File: src/hw/rtl/tks_pkg.sv
// tks_pkg: types, constants and compare function for the top-K score selector.
// Used by tks_front, tks_queue, tks_back and top_k_score_selector.
`timescale 1ns / 1ps

package tks_pkg;

    localparam int MAX_KEEP    = 8;
    localparam int MAX_ITEMS   = 65536;
    localparam int QUEUE_DEPTH = 4;

    localparam int SCORE_W = 32;
    localparam int INDEX_W = 16;
    localparam int KEEP_W  = 4;
    localparam int KEEP_RESET = 5;

    localparam int POS_W  = $clog2(MAX_ITEMS + 1);
    localparam int CNT_W  = $clog2(MAX_KEEP + 1);
    localparam int SLOT_W = (MAX_KEEP > 1) ? $clog2(MAX_KEEP) : 1;
    localparam int QPTR_W = (QUEUE_DEPTH > 1) ? $clog2(QUEUE_DEPTH) : 1;
    localparam int QCNT_W = $clog2(QUEUE_DEPTH + 1);

    localparam int TOP_INDEX = ((MAX_ITEMS - 1) > 65535) ? 65535 : (MAX_ITEMS - 1);

    typedef struct packed {
        logic signed [SCORE_W-1:0] score;
        logic                      is_final;
    } item_t;

    typedef struct packed {
        logic signed [SCORE_W-1:0] best_score;
        logic        [INDEX_W-1:0] best_index;
        logic                      rank_last;
        logic                      index_overflow;
    } result_t;

    typedef struct packed {
        logic signed [SCORE_W-1:0] score;
        logic        [INDEX_W-1:0] index;
        logic                      is_final;
        logic                      overflow;
    } qentry_t;

    typedef struct packed {
        logic push;
        logic full;
    } qwr_ctl_t;

    typedef struct packed {
        logic pop;
        logic empty;
    } qrd_ctl_t;

    typedef enum logic {
        BK_INSERT,
        BK_EMIT
    } back_state_t;

    // true if (sa, ia) ranks at or above (sb, ib)
    function automatic logic ranks_at_least(
        input logic signed [SCORE_W-1:0] sa,
        input logic        [INDEX_W-1:0] ia,
        input logic signed [SCORE_W-1:0] sb,
        input logic        [INDEX_W-1:0] ib
    );
        logic r;
        if (sa != sb)
            r = (sa > sb);
        else
            r = (ia >= ib);
        return r;
    endfunction

endpackage

File: src/hw/rtl/top_k_score_selector.sv
// top_k_score_selector: streaming top-K selection over signed 16.16 scores.
// Instantiates tks_front, tks_queue and tks_back; depends on tks_pkg.
//
//  channel  | direction | transfer when        | payload
//  ---------+-----------+----------------------+-----------------------------
//  item     | in        | push && !full        | item_t   (score, is_final)
//  result   | out       | pop && !empty        | result_t (score, index, flags)
//  cfg      | in        | cfg_we               | cfg_data = keep_count
//
// Scores enter the queue at one per cycle while it has room; the back inserts one
// per cycle, while the queue is not empty, into an eight-entry sorted list (one
// compare per slot in parallel). After a final score, the top min(keep_count, list
// fill) results leave at one per cycle while the result register is empty or popped;
// the back takes no new score until the last of them is in the result register.
// Reset empties the queue and the list and sets keep_count to 5.
`timescale 1ns / 1ps

module top_k_score_selector
    import tks_pkg::*;
(
    input  logic              clk,
    input  logic              rst_n,
    input  logic              push,
    output logic              full,
    input  item_t             item,
    output logic              empty,
    input  logic              pop,
    output result_t           result,
    input  logic              cfg_we,
    input  logic [KEEP_W-1:0] cfg_data
);

    qwr_ctl_t q_wr;
    qrd_ctl_t q_rd;
    qentry_t  q_in;
    qentry_t  q_out;
    logic     q_full;
    logic     q_empty;

    assign full = q_full;

    tks_front u_front (
        .clk     (clk),
        .rst_n   (rst_n),
        .push    (push),
        .item    (item),
        .q_full  (q_full),
        .q_wr    (q_wr),
        .q_entry (q_in)
    );

    tks_queue u_queue (
        .clk      (clk),
        .rst_n    (rst_n),
        .wr       (q_wr),
        .wr_entry (q_in),
        .pop      (q_rd.pop),
        .full     (q_full),
        .empty    (q_empty),
        .rd_entry (q_out)
    );

    tks_back u_back (
        .clk      (clk),
        .rst_n    (rst_n),
        .cfg_we   (cfg_we),
        .cfg_data (cfg_data),
        .q_empty  (q_empty),
        .q_entry  (q_out),
        .q_rd     (q_rd),
        .pop      (pop),
        .empty    (empty),
        .result   (result)
    );

endmodule

File: src/hw/rtl/tks_front.sv
// tks_front: assigns stream positions, saturates the index and tracks overflow.
// Depends on tks_pkg; feeds tks_queue.
`timescale 1ns / 1ps

module tks_front
    import tks_pkg::*;
(
    input  logic     clk,
    input  logic     rst_n,
    input  logic     push,
    input  item_t    item,
    input  logic     q_full,
    output qwr_ctl_t q_wr,
    output qentry_t  q_entry
);

    logic [POS_W-1:0] pos_reg, pos_next;
    logic             ovf_reg, ovf_next;
    logic             sat;
    logic             take;

    assign sat  = (pos_reg > POS_W'(TOP_INDEX));
    assign take = push && !q_full;

    assign q_wr.push = take;
    assign q_wr.full = q_full;

    always_comb
    begin
        q_entry.score    = item.score;
        q_entry.index    = sat ? INDEX_W'(TOP_INDEX) : pos_reg[INDEX_W-1:0];
        q_entry.is_final = item.is_final;
        q_entry.overflow = ovf_reg || sat;
    end

    always_comb
    begin
        pos_next = pos_reg;
        ovf_next = ovf_reg;
        if (take)
        begin
            if (item.is_final)
            begin
                pos_next = '0;
                ovf_next = 1'b0;
            end
            else
            begin
                ovf_next = ovf_reg || sat;
                if (pos_reg < POS_W'(MAX_ITEMS))
                    pos_next = pos_reg + POS_W'(1);
            end
        end
    end

    always_ff @(posedge clk or negedge rst_n)
    begin
        if (!rst_n)
        begin
            pos_reg <= '0;
            ovf_reg <= 1'b0;
        end
        else
        begin
            pos_reg <= pos_next;
            ovf_reg <= ovf_next;
        end
    end

endmodule

File: src/hw/rtl/tks_queue.sv
// tks_queue: short register queue between the front and the back.
// Depends on tks_pkg.
`timescale 1ns / 1ps

module tks_queue
    import tks_pkg::*;
(
    input  logic     clk,
    input  logic     rst_n,
    input  qwr_ctl_t wr,
    input  qentry_t  wr_entry,
    input  logic     pop,
    output logic     full,
    output logic     empty,
    output qentry_t  rd_entry
);

    qentry_t           slots_reg [QUEUE_DEPTH];
    logic [QPTR_W-1:0] wr_ptr_reg, wr_ptr_next;
    logic [QPTR_W-1:0] rd_ptr_reg, rd_ptr_next;
    logic [QCNT_W-1:0] count_reg, count_next;
    logic              do_push, do_pop;

    assign full     = (count_reg == QCNT_W'(QUEUE_DEPTH));
    assign empty    = (count_reg == '0);
    assign do_push  = wr.push && !full;
    assign do_pop   = pop && !empty;
    assign rd_entry = slots_reg[rd_ptr_reg];

    always_comb
    begin
        wr_ptr_next = wr_ptr_reg;
        rd_ptr_next = rd_ptr_reg;
        count_next  = count_reg;
        if (do_push)
            wr_ptr_next = (wr_ptr_reg == QPTR_W'(QUEUE_DEPTH - 1)) ? '0
                        : wr_ptr_reg + QPTR_W'(1);
        if (do_pop)
            rd_ptr_next = (rd_ptr_reg == QPTR_W'(QUEUE_DEPTH - 1)) ? '0
                        : rd_ptr_reg + QPTR_W'(1);
        if (do_push && !do_pop)
            count_next = count_reg + QCNT_W'(1);
        else if (do_pop && !do_push)
            count_next = count_reg - QCNT_W'(1);
    end

    always_ff @(posedge clk)
    begin
        if (do_push)
            slots_reg[wr_ptr_reg] <= wr_entry;
    end

    always_ff @(posedge clk or negedge rst_n)
    begin
        if (!rst_n)
        begin
            wr_ptr_reg <= '0;
            rd_ptr_reg <= '0;
            count_reg  <= '0;
        end
        else
        begin
            wr_ptr_reg <= wr_ptr_next;
            rd_ptr_reg <= rd_ptr_next;
            count_reg  <= count_next;
        end
    end

    a_count_bound: assert property (@(posedge clk) disable iff (!rst_n)
        count_reg <= QCNT_W'(QUEUE_DEPTH))
        else $error("queue count beyond depth");

endmodule

File: src/hw/rtl/tks_back.sv
// tks_back: sorted insertion list, end-of-vector ranking readout and result register.
// Depends on tks_pkg; drains tks_queue.
`timescale 1ns / 1ps

module tks_back
    import tks_pkg::*;
(
    input  logic              clk,
    input  logic              rst_n,
    input  logic              cfg_we,
    input  logic [KEEP_W-1:0] cfg_data,
    input  logic              q_empty,
    input  qentry_t           q_entry,
    output qrd_ctl_t          q_rd,
    input  logic              pop,
    output logic              empty,
    output result_t           result
);

    back_state_t state_reg, state_next;

    logic signed [SCORE_W-1:0] score_reg [MAX_KEEP];
    logic signed [SCORE_W-1:0] score_next [MAX_KEEP];
    logic        [INDEX_W-1:0] index_reg [MAX_KEEP];
    logic        [INDEX_W-1:0] index_next [MAX_KEEP];

    logic [CNT_W-1:0]  filled_reg, filled_next;
    logic [CNT_W-1:0]  k_reg, k_next;
    logic [SLOT_W-1:0] emit_reg, emit_next;
    logic              ovf_reg, ovf_next;
    logic [KEEP_W-1:0] keep_reg, keep_next;
    logic              out_valid_reg, out_valid_next;
    result_t           out_reg, out_next;

    logic             insert_go;
    logic             emit_go;
    logic             emit_last;
    logic [MAX_KEEP-1:0] goes_before;
    logic [CNT_W-1:0] filled_ins;
    logic [CNT_W-1:0] keep_clamp;
    logic [CNT_W-1:0] k_calc;

    always_comb
    begin
        state_next = state_reg;
        unique case (state_reg)
            BK_INSERT:
                if (insert_go && q_entry.is_final && (k_calc != '0))
                    state_next = BK_EMIT;
            BK_EMIT:
                if (emit_go && emit_last)
                    state_next = BK_INSERT;
            default:
                state_next = BK_INSERT;
        endcase
    end

    always_comb
    begin
        insert_go = 1'b0;
        emit_go   = 1'b0;
        unique case (state_reg)
            BK_INSERT: insert_go = !q_empty;
            BK_EMIT:   emit_go   = !out_valid_reg || pop;
            default:
            begin
                insert_go = 1'b0;
                emit_go   = 1'b0;
            end
        endcase
    end

    assign q_rd.pop   = insert_go;
    assign q_rd.empty = q_empty;
    assign emit_last  = ((CNT_W'(emit_reg) + CNT_W'(1)) == k_reg);

    always_comb
    begin
        for (int j = 0; j < MAX_KEEP; j++)
            goes_before[j] = (CNT_W'(j) >= filled_reg)
                || ranks_at_least(q_entry.score, q_entry.index, score_reg[j], index_reg[j]);
    end

    assign filled_ins = (filled_reg == CNT_W'(MAX_KEEP)) ? filled_reg
                      : filled_reg + CNT_W'(1);
    assign keep_clamp = (32'(keep_reg) > 32'(MAX_KEEP)) ? CNT_W'(MAX_KEEP)
                      : CNT_W'(keep_reg);
    assign k_calc     = (keep_clamp > filled_ins) ? filled_ins : keep_clamp;

    always_comb
    begin
        score_next[0] = score_reg[0];
        index_next[0] = index_reg[0];
        if (insert_go && goes_before[0])
        begin
            score_next[0] = q_entry.score;
            index_next[0] = q_entry.index;
        end
        for (int j = 1; j < MAX_KEEP; j++)
        begin
            score_next[j] = score_reg[j];
            index_next[j] = index_reg[j];
            if (insert_go && goes_before[j])
            begin
                if (!goes_before[j-1])
                begin
                    score_next[j] = q_entry.score;
                    index_next[j] = q_entry.index;
                end
                else
                begin
                    score_next[j] = score_reg[j-1];
                    index_next[j] = index_reg[j-1];
                end
            end
        end
    end

    always_comb
    begin
        filled_next    = filled_reg;
        k_next         = k_reg;
        emit_next      = emit_reg;
        ovf_next       = ovf_reg;
        keep_next      = cfg_we ? cfg_data : keep_reg;
        out_valid_next = out_valid_reg;
        out_next       = out_reg;

        if (insert_go)
        begin
            filled_next = filled_ins;
            if (q_entry.is_final)
            begin
                ovf_next  = q_entry.overflow;
                k_next    = k_calc;
                emit_next = '0;
                if (k_calc == '0)
                    filled_next = '0;
            end
        end

        if (emit_go)
        begin
            out_valid_next          = 1'b1;
            out_next.best_score     = score_reg[emit_reg];
            out_next.best_index     = index_reg[emit_reg];
            out_next.rank_last      = emit_last;
            out_next.index_overflow = ovf_reg;
            if (emit_last)
            begin
                emit_next   = '0;
                filled_next = '0;
            end
            else
            begin
                emit_next = emit_reg + SLOT_W'(1);
            end
        end
        else if (pop)
        begin
            out_valid_next = 1'b0;
        end
    end

    always_ff @(posedge clk)
    begin
        for (int j = 0; j < MAX_KEEP; j++)
        begin
            score_reg[j] <= score_next[j];
            index_reg[j] <= index_next[j];
        end
        out_reg <= out_next;
        ovf_reg <= ovf_next;
    end

    always_ff @(posedge clk or negedge rst_n)
    begin
        if (!rst_n)
        begin
            state_reg     <= BK_INSERT;
            filled_reg    <= '0;
            k_reg         <= '0;
            emit_reg      <= '0;
            keep_reg      <= KEEP_W'(KEEP_RESET);
            out_valid_reg <= 1'b0;
        end
        else
        begin
            state_reg     <= state_next;
            filled_reg    <= filled_next;
            k_reg         <= k_next;
            emit_reg      <= emit_next;
            keep_reg      <= keep_next;
            out_valid_reg <= out_valid_next;
        end
    end

    assign empty  = !out_valid_reg;
    assign result = out_reg;

    a_filled_bound: assert property (@(posedge clk) disable iff (!rst_n)
        filled_reg <= CNT_W'(MAX_KEEP))
        else $error("list fill beyond depth");

    a_emit_range: assert property (@(posedge clk) disable iff (!rst_n)
        state_reg == BK_EMIT |-> (k_reg != '0) && (k_reg <= filled_reg)
                                 && (CNT_W'(emit_reg) < k_reg))
        else $error("readout position outside ranked run");

    a_last_clears: assert property (@(posedge clk) disable iff (!rst_n)
        emit_go && emit_last |=> (filled_reg == '0) && (state_reg == BK_INSERT))
        else $error("list not cleared after final result");

    a_no_drain_in_emit: assert property (@(posedge clk) disable iff (!rst_n)
        state_reg == BK_EMIT |-> !q_rd.pop)
        else $error("queue drained during readout");

endmodule
File: config.mk
export PLATFORM = sky130hd
export DESIGN_NAME = top_k_score_selector
export DESIGN_NICKNAME = d
export VERILOG_FILES = /design/src/hw/rtl/tks_pkg.sv /design/src/hw/rtl/top_k_score_selector.sv /design/src/hw/rtl/tks_front.sv /design/src/hw/rtl/tks_queue.sv /design/src/hw/rtl/tks_back.sv
export SDC_FILE = /design/constraint.sdc
export NUM_CORES = 1
export LEC_CHECK = 0
export BUFFER_PORTS_ARGS = -buffer_cell sky130_fd_sc_hd__clkbuf_2
export CAP_MARGIN = 20
export CORE_UTILIZATION = 55
export CTS_CLUSTER_SIZE = 25
export DETAILED_ROUTE_END_ITERATION = 6
export HOLD_SLACK_MARGIN = 0.12
export PLACE_DENSITY = 0.71
export SLEW_MARGIN = 15
export SYNTH_ARGS = -nofsm -noshare
export SYNTH_HDL_FRONTEND = slang
export SYNTH_HIERARCHICAL = 1
export SYNTH_SLANG_ARGS = --single-unit
File: constraint.sdc
create_clock -name clk -period 8.3 [get_ports clk]
set_clock_uncertainty 0.1 [all_clocks]
set_input_delay 0.83 -clock clk [delete_from_list [all_inputs] [get_ports clk]]
set_output_delay 0.83 -clock clk [all_outputs]
set_load 0.1 [all_outputs]
# Word level (Yosys, flattened, before mapping)
# Memory sizes are Yosys's and may differ from the RTL's. A register that Yosys moved wholly into a read port is not among the register bits.
# Cells that the tools add are included.
# word_totals
elab_cells	176
output_inout_bits	52
input_bits	42
n_memories	3
mem_bits_rw	584
register_bits	45
# classes
n_mux	67
eq_ne	13
magnitude_cmp	28
bitwise_logic	1
n_reduce_logical	42
n_addsub	8
# mem_list
memory	depth	width	rd	rd_clocked_by_memory_dff	write_ports	line	source
u_back.score_reg	8	32	9	1	8	tks_back.sv:22	logic signed [SCORE_W-1:0] score_reg [MAX_KEEP];
u_queue.slots_reg	4	50	1	0	1	tks_queue.sv:18	qentry_t slots_reg [QUEUE_DEPTH];
u_back.index_reg	8	16	9	1	8	tks_back.sv:24	logic [INDEX_W-1:0] index_reg [MAX_KEEP];
# ops
op	count
2-to-1 mux 32 bit	15
greater-than comparator 32 bit	8
2-to-1 mux 16 bit	16
!= test 32 bit	8
>= comparator 16 bit	8
2-to-1 mux 17 bit	2
2-to-1 mux 4 bit	8
2-to-1 mux 3 bit	6
adder 17 x 1 -> 17 bit (second input constant)	1
greater-than comparator 17 x 16 -> 1 bit (second input constant)	1
less-than comparator 17 bit (second input constant)	1
2-to-1 mux 1 bit	17
>= comparator 3 x 4 -> 1 bit (first input constant)	4
logical AND 1 bit	16
logical OR 1 bit	10
nonzero test 2 bit	5
>= comparator 1 x 4 -> 1 bit (first input constant)	2
>= comparator 2 x 4 -> 1 bit (first input constant)	2
adder 3 x 1 -> 3 bit (second input constant)	2
AND reduction 2 bit	3
logical NOT 1 bit	5
adder 2 x 1 -> 2 bit (second input constant)	2
adder 3 x 1 -> 4 bit (second input constant)	1
adder 4 x 1 -> 4 bit (second input constant)	1
other kinds (13)	15

# Logic depth before layout (Yosys ltp)
# logic_depth
word_depth	10
mapped_depth	15
mapped_depth_nobuf	14

# Cells and area by module
# The synthesis kept the hierarchy.
# by_module_without_submodules
module	instances	cells_per_inst	area_each_um2	seq_area_each_um2
tks_back	1	2435	30575.6	13490.4
tks_queue	1	299	7646.1	6180.9
tks_front	1	160	1350.0	450.4

# Least setup slack after synthesis
# OpenSTA, ideal clock, no wires.
# synth_timing
path_kind	reg-to-reg
startpoint	reg, netlist name u_queue/rd_ptr_reg[0]
endpoint	mem u_back.index_reg[6][0], enable pin
n_path_buf	2
arrival_ns	6.076
stages_incl_launch_ff	12
setup_ns	0.513
synth_period_minus_slack_ns	6.689
path_slack_ns	1.611
required_ns	7.687
cell_sequence	dfrtp_1 -> buf_2 -> buf_4 -> mux4_2 -> ha_1 -> a21o_1 -> nand3_1 -> a2111oi_0 -> a2111oi_0 -> o21ai_0 -> a32o_1 -> nor3_1
# synth_rtl
item	line
to (decl)	tks_back.sv:24

==> summary.txt <==
status - complete, no violations
Ys Warns - 6
die height - 270.2 um
slowest CP cell - nor4_1
routability cong. - 0.9511
io pins - 94
crit-path max FO - 48
DR vias - 25380
initial antenna violation count - 11
# rows - 97
crit-path max cell delay - 1.14 ns
total gr overflow - 0
port buffer count - 93
slew at the pin closest to its max-slew limit - 1.311 ns
CTS tree - yes
Initial Util - 0.5600
worst-skew pair later-pin latency - 0.63 ns
CTS resizes - 0
vias in the first global route - 25690
Sequential Area - 20140 um^2
clock buffer depth - 3
Worst-path clk slew - 0.06 ns
synthesized area - 39560 um^2
root buffer cell - clkbuf_16
Fmax achieved - 0.1475 GHz
first-pass GRT wire length - 161.3 mm
crit path DAT - 7.04 ns
max-cap viol count - 0
1st-pass router iterations - 7
Setup violations, final - 0
nets@finish - 3425
Filler cells - 5433
critical path startpoint category - flip-flop
ratio of final minimum period to clock period - 0.8169
die area - 73000 um^2
Clock Sinks - 677
syn_area_per_cell - 13.68 um^2
CP required - 8.56 ns
max reg flops - 256
Post-Route WL - 108.0 mm
Die W - 270.2 um
nature of the critical path endpoint - flip-flop
Hold Buf Count CTS - 0
Setup TNS - 0 ns
largest net degree at the start of global routing - 52
RSZ-0062 raised after global routing - no
post-synth net total - 3335
share of cells above drive strength 1 - 0.2681
Final ANT Viol Nets - 0
final hold violation count - 0
CTS buffer count - 75
Layout area overhead - 9.698%
Total GRT Usage - 0.2968
Final Max Tran Viols - 0
detailed placement HPWL - 72.89 mm
min Tclk post-route - 6.780 ns
Worst Hold Class - in -> async
Post-route DRC - 0
CP Class - reg -> reg
area of the multi-input gates - 17320 um^2
H-tree lvl count - 3
reg-to-reg setup timing slack - 1.52 ns
crit-path cells - buf_12 -> mux4_2 -> ha_1 -> nand4_1 -> nor4_1 -> nand3_1 -> a211o_1 -> a21oi_1 -> a32oi_1 -> nand2_2 -> buf_4 -> mux2_2
cells after synthesis - 2892
post-CTS setup buffers - 0
drt first-iter violations - 2591
core box area - 70640 um^2
Vias/cell - 6.370
DR WL/cell - 27.11 um
Slew headroom - 0.1178
final timing paths:
check                      depth (start not counted)                   from                       end
hold reg to reg                                    0         u_back/ovf_reg          u_back/result[0]
max in group asynchronous                          1                  rst_n        u_back/emit_reg[1]
hold / removal                                     1                  rst_n      u_queue/count_reg[2]
setup reg to reg                                  12  u_queue/rd_ptr_reg[0]    u_back/index_reg[5][6]
min in group clk                                   1                item[2]  u_queue/slots_reg[3][19]
setup / recovery                                  12  u_queue/rd_ptr_reg[0]    u_back/index_reg[5][6]
placed cells by master (no fill, tap or decap), types with 6 or more instances in the layout:
master      count
nor4b_1         6
o211ai_1       16
nand2_1        75
nand2b_1       28
clkinv_1       14
dfrtp_1        35
inv_1         395
o31ai_1         6
clkinvlp_4      6
clkbuf_16      78
nand3_1        38
buf_4          37
a21oi_1       143
nor2b_1        27
xnor2_1         7
o21ai_0        51
nor4_1         21
nor2_1         48
or4_1          11
nor3_1         17
nand4_1        80
mux4_2        146
clkinv_2       14
bufinv_16       7
edfxtp_1      635
xor2_1          9
nor2_4          7
a2111oi_0      14
clkbuf_2       92
clkbuf_1        8
mux2_2        384
mux2_1          9
a211oi_1       26
a21o_1         42
ha_1          400
routing by layer:
metal  share of wire  up-vias  GRT usage
met5         0.00066        -          0
met4           0.033       10     0.1059
met3           0.090      195    0.06383
met2            0.45     1137     0.4564
met1            0.42    12850     0.4168
li1                -    11190          -
per-stage QoR:
| step | setup slack, ns | util | hold slack, ns | instance area, um^2 | instances |
|---|---|---|---|---|---|
| final | 1.520 | 0.6143 | 0.2604 | 43390 | 3984 |
| after global routing | 1.609 | 0.6142 | 0.3140 | 43390 | 3981 |
| after CTS | 1.785 | 0.6142 | 0.2908 | 43380 | 3980 |
| after detailed placement | 1.812 | 0.5795 | 0.3110 | 40930 | 3845 |
| after global placement | 2.126 | 0.5791 | 0.3258 | 40910 | 3843 |
| after floorplan | 1.611 | - | 0.3003 | 39560 | 2892 |
critical path: cells and delay by family, from the launching register on:
family	cells	cell delay [ns]
simple gates	4	1.85
mux	2	1.16
buf+inv	2	1.15
compound gates	3	0.93
flops	1	0.80
fa+ha+maj	1	0.44
layout make-up:
type,count,area share
multi-input cells,1698,0.3992
flip-flops and latches,677,0.4640
repair buffers,134,0.01863
clock inverters,49,0.01084
clock buffers,86,0.04567
inverters,396,0.03426
well taps,940,0.02710
diodes,4,0.0002307
Power is not shown: default switching activity piles up to over one toggle a cycle in this logic, so the estimate is an artifact.
